### config.mk
export PLATFORM = sky130hd
export DESIGN_NAME = dgc_frontier
export DESIGN_NICKNAME = d
export VERILOG_FILES = /design/src/hw/rtl/dgc_pkg.sv /design/src/hw/rtl/dgc_frontier.sv
export SDC_FILE = /design/constraint.sdc
export NUM_CORES = 1
export LEC_CHECK = 0
export BUFFER_PORTS_ARGS = -buffer_cell sky130_fd_sc_hd__buf_2
export CORE_ASPECT_RATIO = 1.5
export CORE_MARGIN = 2
export CORE_UTILIZATION = 40
export CTS_CLUSTER_DIAMETER = 50
export DETAILED_ROUTE_END_ITERATION = 12
export PLACE_DENSITY = 0.65
export SYNTH_ARGS = -nofsm -noshare
export SYNTH_HDL_FRONTEND = slang
export SYNTH_SLANG_ARGS = --single-unit
### constraint.sdc
create_clock -name i_clk -period 7.4 [get_ports i_clk]
set_input_delay 0.37 -clock i_clk [delete_from_list [all_inputs] [get_ports i_clk]]
set_output_delay 0.37 -clock i_clk [all_outputs]
set_load 0.005 [all_outputs]
### src/hw/rtl/dgc_pkg.sv
`timescale 1ns / 1ps
// ----------------------------------------------------------------------------
// dgc_pkg
// Shared types and constants for the dynamic graph connectivity block.
// ----------------------------------------------------------------------------
package dgc_pkg;

    // default configuration
    localparam int DEF_VERTICES   = 64;
    localparam int DEF_COUNT_BITS = 4;

    // fixed port widths
    localparam int CMD_W    = 2;
    localparam int VERTEX_W = 6;

    // command codes
    typedef enum logic [CMD_W-1:0] {
        CMD_ADD    = 2'd0,
        CMD_REMOVE = 2'd1,
        CMD_QUERY  = 2'd2
    } t_cmd;

    // sequencer states
    typedef enum logic [2:0] {
        ST_CLEAR,
        ST_IDLE,
        ST_UPD_A,
        ST_UPD_B,
        ST_QUERY
    } t_state;

    // control from the sequencer to the search sets
    typedef struct packed {
        logic seed;
        logic pop;
        logic absorb;
    } t_front_ctl;

    // status from the search sets back to the sequencer
    typedef struct packed {
        logic any;
        logic hit;
    } t_front_stat;

endpackage

### src/hw/rtl/dgc_frontier.sv
`timescale 1ns / 1ps
// ----------------------------------------------------------------------------
// dgc_frontier
// Visited and frontier sets of the reachability search, with the picker
// that selects the next frontier vertex to expand.
// ----------------------------------------------------------------------------
module dgc_frontier
    import dgc_pkg::*;
#(
    parameter int VERTICES = DEF_VERTICES,
    localparam int VW      = $clog2(VERTICES)
) (
    input  logic                i_clk,
    input  logic                i_rst_n,
    input  t_front_ctl          i_ctl,
    input  logic [VW-1:0]       i_seed_idx,
    input  logic [VW-1:0]       i_dst,
    input  logic [VERTICES-1:0] i_mask,
    output logic [VW-1:0]       o_pick,
    output t_front_stat         o_stat
);

    logic [VERTICES-1:0] r_visited;
    logic [VERTICES-1:0] r_frontier;
    logic [VERTICES-1:0] n_visited;
    logic [VERTICES-1:0] n_frontier;
    logic [VERTICES-1:0] fresh;
    logic [VERTICES-1:0] lowest;
    logic [VERTICES-1:0] seed_bit;

    // newly reached vertices from the row just read
    assign fresh    = i_mask & ~r_visited;
    assign seed_bit = VERTICES'(1) << i_seed_idx;

    // isolate the lowest frontier bit and encode it
    assign lowest = r_frontier & (~r_frontier + VERTICES'(1));

    always_comb begin
        o_pick = '0;
        for (int i = 0; i < VERTICES; i++) begin
            if (lowest[i]) begin
                o_pick = o_pick | VW'(i);
            end
        end
    end

    assign o_stat.any = |r_frontier;
    assign o_stat.hit = i_ctl.absorb && fresh[i_dst];

    // set update
    always_comb begin
        n_visited  = r_visited;
        n_frontier = r_frontier;
        if (i_ctl.seed) begin
            n_visited  = seed_bit;
            n_frontier = seed_bit;
        end else begin
            if (i_ctl.pop) begin
                n_frontier = n_frontier & ~lowest;
            end
            if (i_ctl.absorb) begin
                n_visited  = n_visited | fresh;
                n_frontier = n_frontier | fresh;
            end
        end
    end

    always_ff @(posedge i_clk) begin
        if (!i_rst_n) begin
            r_visited  <= '0;
            r_frontier <= '0;
        end else begin
            r_visited  <= n_visited;
            r_frontier <= n_frontier;
        end
    end

endmodule
== Word level (Yosys, flattened, before mapping) ==
Index checks and enable logic that the tools add are counted.

* Input port bits: 81
* Register bits: 128
* Logic and storage cells: 89
* Output and inout port bits: 8

* Shift-type cells: 1
* Multiplexer cells: 73
* Reduce and logical (&&, ||, !) cells: 3
* Order comparisons: 1
* Bitwise operators: 8
* Add/sub/neg operators: 1

{| class="wikitable"
|+ Operator list
! cell !! number
|-
| 64-bit 2-to-1 mux || 8
|-
| 64-bit bitwise AND || 3
|-
| 6-bit 2-to-1 mux || 32
|-
| 64-bit NOT || 3
|-
| 64-bit OR || 2
|-
| 5-bit 2-to-1 mux || 16
|-
| 64-bit by 1-bit adder with 64-bit output, second input constant || 1
|-
| 64-bit OR reduction || 1
|-
| 1-bit by 6-bit left shift with 64-bit output, first input constant || 1
|-
| 4-bit 2-to-1 mux || 8
|-
| 3-bit 2-to-1 mux || 4
|-
| 6-bit by 7-bit < comparator with 1-bit output, second input constant || 1
|-
| 1-bit binary-select mux with 6-bit select || 1
|-
| 2-bit 2-to-1 mux || 2
|-
| 1-bit 2-to-1 mux || 2
|-
| 2-bit nonzero test || 1
|-
| 1-bit logical AND || 1
|}

== Longest topological paths before layout ==
* Depth after elaboration: 66
* Depth in mapped cells: 10
* Mapped depth without buffers: 7

== Worst setup path after synthesis ==
Ideal clock, no wire load.

* Path kind: reg-to-output
* Start: register r_frontier[15]
* End: output port o_pick[4]
* Slack: 4.648 ns
* Arrival time: 2.382 ns
* Buffers on the path: 3
* Cell stages (with the launch flop): 11
* Required time: 7.030 ns
* Path through: dfxtp_1 buf_2 nor4_2 and3_4 buf_6 and4_4 buf_6 and3_4 a2111o_1 or4_1 or3_1

* Cells in the longest elaborated chain, start to end: 51

{| class="wikitable"
|+ RTL lines
! item !! RTL line !! text
|-
| start, declared || dgc_frontier.sv:24 || <nowiki>logic [VERTICES-1:0] r_frontier;</nowiki>
|-
| start signal, assigned || dgc_frontier.sv:74 || <nowiki>r_frontier <= n_frontier;</nowiki>
|-
| 64-bit NOT * || dgc_frontier.sv:36 || <nowiki>assign lowest = r_frontier & (~r_frontier + VERTICES'(1));</nowiki>
|-
| 64-bit by 1-bit adder with 64-bit output * || dgc_frontier.sv:36 ||
|-
| 64-bit bitwise AND * || dgc_frontier.sv:36 ||
|-
| 5-bit 2-to-1 mux (16 in series) || dgc_frontier.sv:41 || <nowiki>if (lowest[i]) begin</nowiki>
|-
| 6-bit 2-to-1 mux (31 in series) || dgc_frontier.sv:41 ||
|-
| 6-bit 2-to-1 mux * || dgc_frontier.sv:41 ||
|-
| end, declared || dgc_frontier.sv:19 || <nowiki>output logic [VW-1:0] o_pick,</nowiki>
|}

Mark *: on every way between the ends. The rest lies on a longest branch, timed or not.

== Worst setup path in the final report ==
* Start: register r_frontier[21]
* End: output port o_pick[4]

* Cells in the longest elaborated chain, start to end: 46

{| class="wikitable"
|+ RTL lines
! item !! RTL line
|-
| 64-bit NOT || dgc_frontier.sv:36
|-
| 64-bit by 1-bit adder with 64-bit output || dgc_frontier.sv:36
|-
| 64-bit bitwise AND * || dgc_frontier.sv:36
|-
| 5-bit 2-to-1 mux (11 in series) || dgc_frontier.sv:41
|-
| 6-bit 2-to-1 mux (31 in series) || dgc_frontier.sv:41
|-
| 6-bit 2-to-1 mux * || dgc_frontier.sv:41
|}

Marks and branches as above.

==> flow_summary.yaml <==
clock_network:
  cts_max_path_buffers: 2
  insertion_delay_ns: 0.44
  ctsResizeCount: 0
  cts_tree: "built"
  root_buffer: "clkbuf_16"
  path_clk_slew_ns: 0.06
  htreeDepth: 4
  ctsHoldBuffers: 0
  cts_buffers: 17
  cts_setup_buffers: 0
  clock-sinks: 128
layout:
  layout-drive-gt1-share: 0.1574
  nets: 1245
  synthToLayoutAreaGrowth_pct: 13.63
  fillers: 2125
  multi_input_area_mm2: 0.005351
  register_area_mm2: 0.002562
  diodes: 0
timing:
  timing.fmax_ghz: 0.2618
  drv_slew: 0
  finalCritPeriodShare: 0.5161
  worst_slew_pin_slew_ns: 0.9677
  fin_crit_ns: 3.819
  setup_ws_ns: 3.581
  maxSlewHeadroom: 0.3548
  finClkSkew_ns: 0.01256
  setup_viol: 0
  fin_tns_setup_ns: 0
  hold_viol: 0
  whs_ns: 0.2625
  rsz0062_at_grt: "false"
synthesis:
  seq_area_frac_synth: 0.3038
  synth_warnings: 0
  synth_cells: 1123
  synth_ff_type: "dfxtp_1"
  ys_types: 63
  netlist_area_mm2: 0.008436
  avgSynthCellArea_um2: 7.512
  synth-edff-count: 0
  ys_ff_latch: 128
  synth-async-reset-ratio: 0
  synth_fp_nets: 1204
critical_path:
  crit_path_start_kind: "flip-flop"
  crit_arrival_ns: 3.45
  worstSetupEndpointType: "primary output"
  worstPathRequired_ns: 7.03
  crit_type: "reg2out"
  crit_fanout: 7
floorplanning:
  dieHeight_um: 181.9
  die_width_um: 122.6
  die_area_mm2: 0.02229
  ioPinCount: 89
  start_util: 0.4036
  core_area_mm2: 0.02090
  rows: 65
placement:
  gp_congestion: 1.044
  hpwlAfterDp_mm: 26.98
  pre_cts_slack_ns: 4.086
  io_buffers: 88
run_status:
  status: "complete, no violations"
power_and_ir_drop:
  power.density_mw_per_mm2: 220.4
  p_total_uw: 2112
  pwr-share-comb: 0.218
  seqPwrFrac: 0.358
  power.leakage_uw: 0.003520
  peakVddDrop_mv: 0.1880
  p_switching_uw: 684.4
  switching_share: 0.3240
  pwr-share-clk: 0.424
  p_int_uw: 1428
detailed_routing:
  routed_wl_mm: 36.83
  route.detailed.drc: 0
  drtPass1Iterations: 6
  wire_per_inst_um: 25.52
  vias_per_cell: 6.657
  drtIter0Drc: 1111
  ant_nets: 0
  dr_total_vias: 9606
job:
  drv_cap: 0
global_route:
  grt_pass1_vias: 9318
  grt_first_pass_wirelength_mm: 55.60
  grt_usage: 0.3330
  grt_start_max_net_pins: 92
  grt_overflow: 0
  antenna_found_initial: 0
worst_hold_path:
  hold_class: "in2reg"
## registers in the layout, summed over array words and instances (netlist names)
register and flops:
r_frontier 64, r_visited 64
## final timing paths
path                             start                          to  slack, ns  depth (start not counted)
max          r_frontier[21]$_SDFF_PN0_                   o_pick[4]       3.58                          9
min                         i_mask[50]  r_visited[50]$_SDFFE_PN0P_       0.26                          3
max reg2reg  r_frontier[30]$_SDFF_PN0_   r_frontier[59]$_SDFF_PN0_       4.19                          7
min reg2reg  r_visited[3]$_SDFFE_PN0P_   r_visited[3]$_SDFFE_PN0P_       0.44                          2
## cells in the mapped netlist, drive strengths merged, types with 13 or more instances
cell	number	area [um^2]
nand4	28	181.4
and3	15	111.4
nor3	26	130.1
a32oi	18	157.7
o21ai	91	455.4
nor2	131	491.7
nand3	43	215.2
nor2b	22	137.6
a311oi	13	113.9
or4	13	97.59
inv	56	210.2
o221a	26	292.8
o21a	75	563.0
a31oi	19	118.9
clkbuf	49	185.2
nor4	34	265.3
buf	27	132.6
nand2	59	221.5
nor3b	28	210.2
dfxtp	128	2562
a21oi	92	460.4
## layout by cell type, fill, tap and decap left out, types with 13 or more instances in the layout
cell and n:
o21a_1 75, nor3_1 26, dfxtp_1 128, nand2_1 59, a21oi_1 92, clkbuf_16 17, a32oi_1 18, nor3b_1 28
nor4_1 26, nand3_1 43, a311oi_1 13, o221a_2 26, o21ai_0 91, nor2b_1 22, nor2_1 131, buf_2 87
nand4_1 27, a31oi_1 19, inv_1 55, or4_1 13
## per-layer routing
metal | wire length, um | global-route usage | vias up
li1 | - | - | 4323
met1 | 13020 | 0.3604 | 4595
met2 | 18160 | 0.5707 | 517
met3 | 2400 | 0.05559 | 171
met4 | 3242 | 0.2487 | 0
met5 | 0 | 0 | -
## power groups by stage
stage,Sequential (uW),Combinational [uW],Clock (uW)
6_report,757,461,895
3_5_place_dp,769,447,0
5_1_grt,759,495,925
2_1_floorplan,752,295,0
3_3_place_gp,769,448,0
4_1_cts,754,449,894
## critical path: stages (launching register included)
cell     delay, ns
dfxtp_1       0.55
nor4_2        0.14
nand3_1       0.23
nor3_1        0.10
buf_4         0.17
a221o_1       0.34
or4_1         0.45
or4_1         0.48
or3_1         0.42
buf_2         0.14
## cell type report
cell class | instances | area share
multi-input combinational | 863 | 0.5583
tap | 268 | 0.03498
inverter | 56 | 0.02193
clock buffer | 19 | 0.04725
sequential | 128 | 0.2673
clock inverter | 11 | 0.01619
timing repair buffer | 98 | 0.05404
## kinds of logic (layout without fill, tap and decap cells)
group,Yosys count,in the layout,share of synthesized area
AND/OR/NAND/NOR,450,450,0.2882
AO/OA/AOI/OAI,403,403,0.3242
buffers and inverters,132,184,0.06259
flip-flops,128,128,0.3038
multiplexers,10,10,0.02121
## per-stage QoR
stage                     area (um^2)  cells    util
final                            9585   1443  0.4586
after global routing             9585   1443  0.4586
after CTS                        9585   1443  0.4586
after detailed placement         8977   1413  0.4295
after global placement           8977   1413  0.4295
after floorplan                  8436   1123       -
Power figures use the tool's default switching activity.
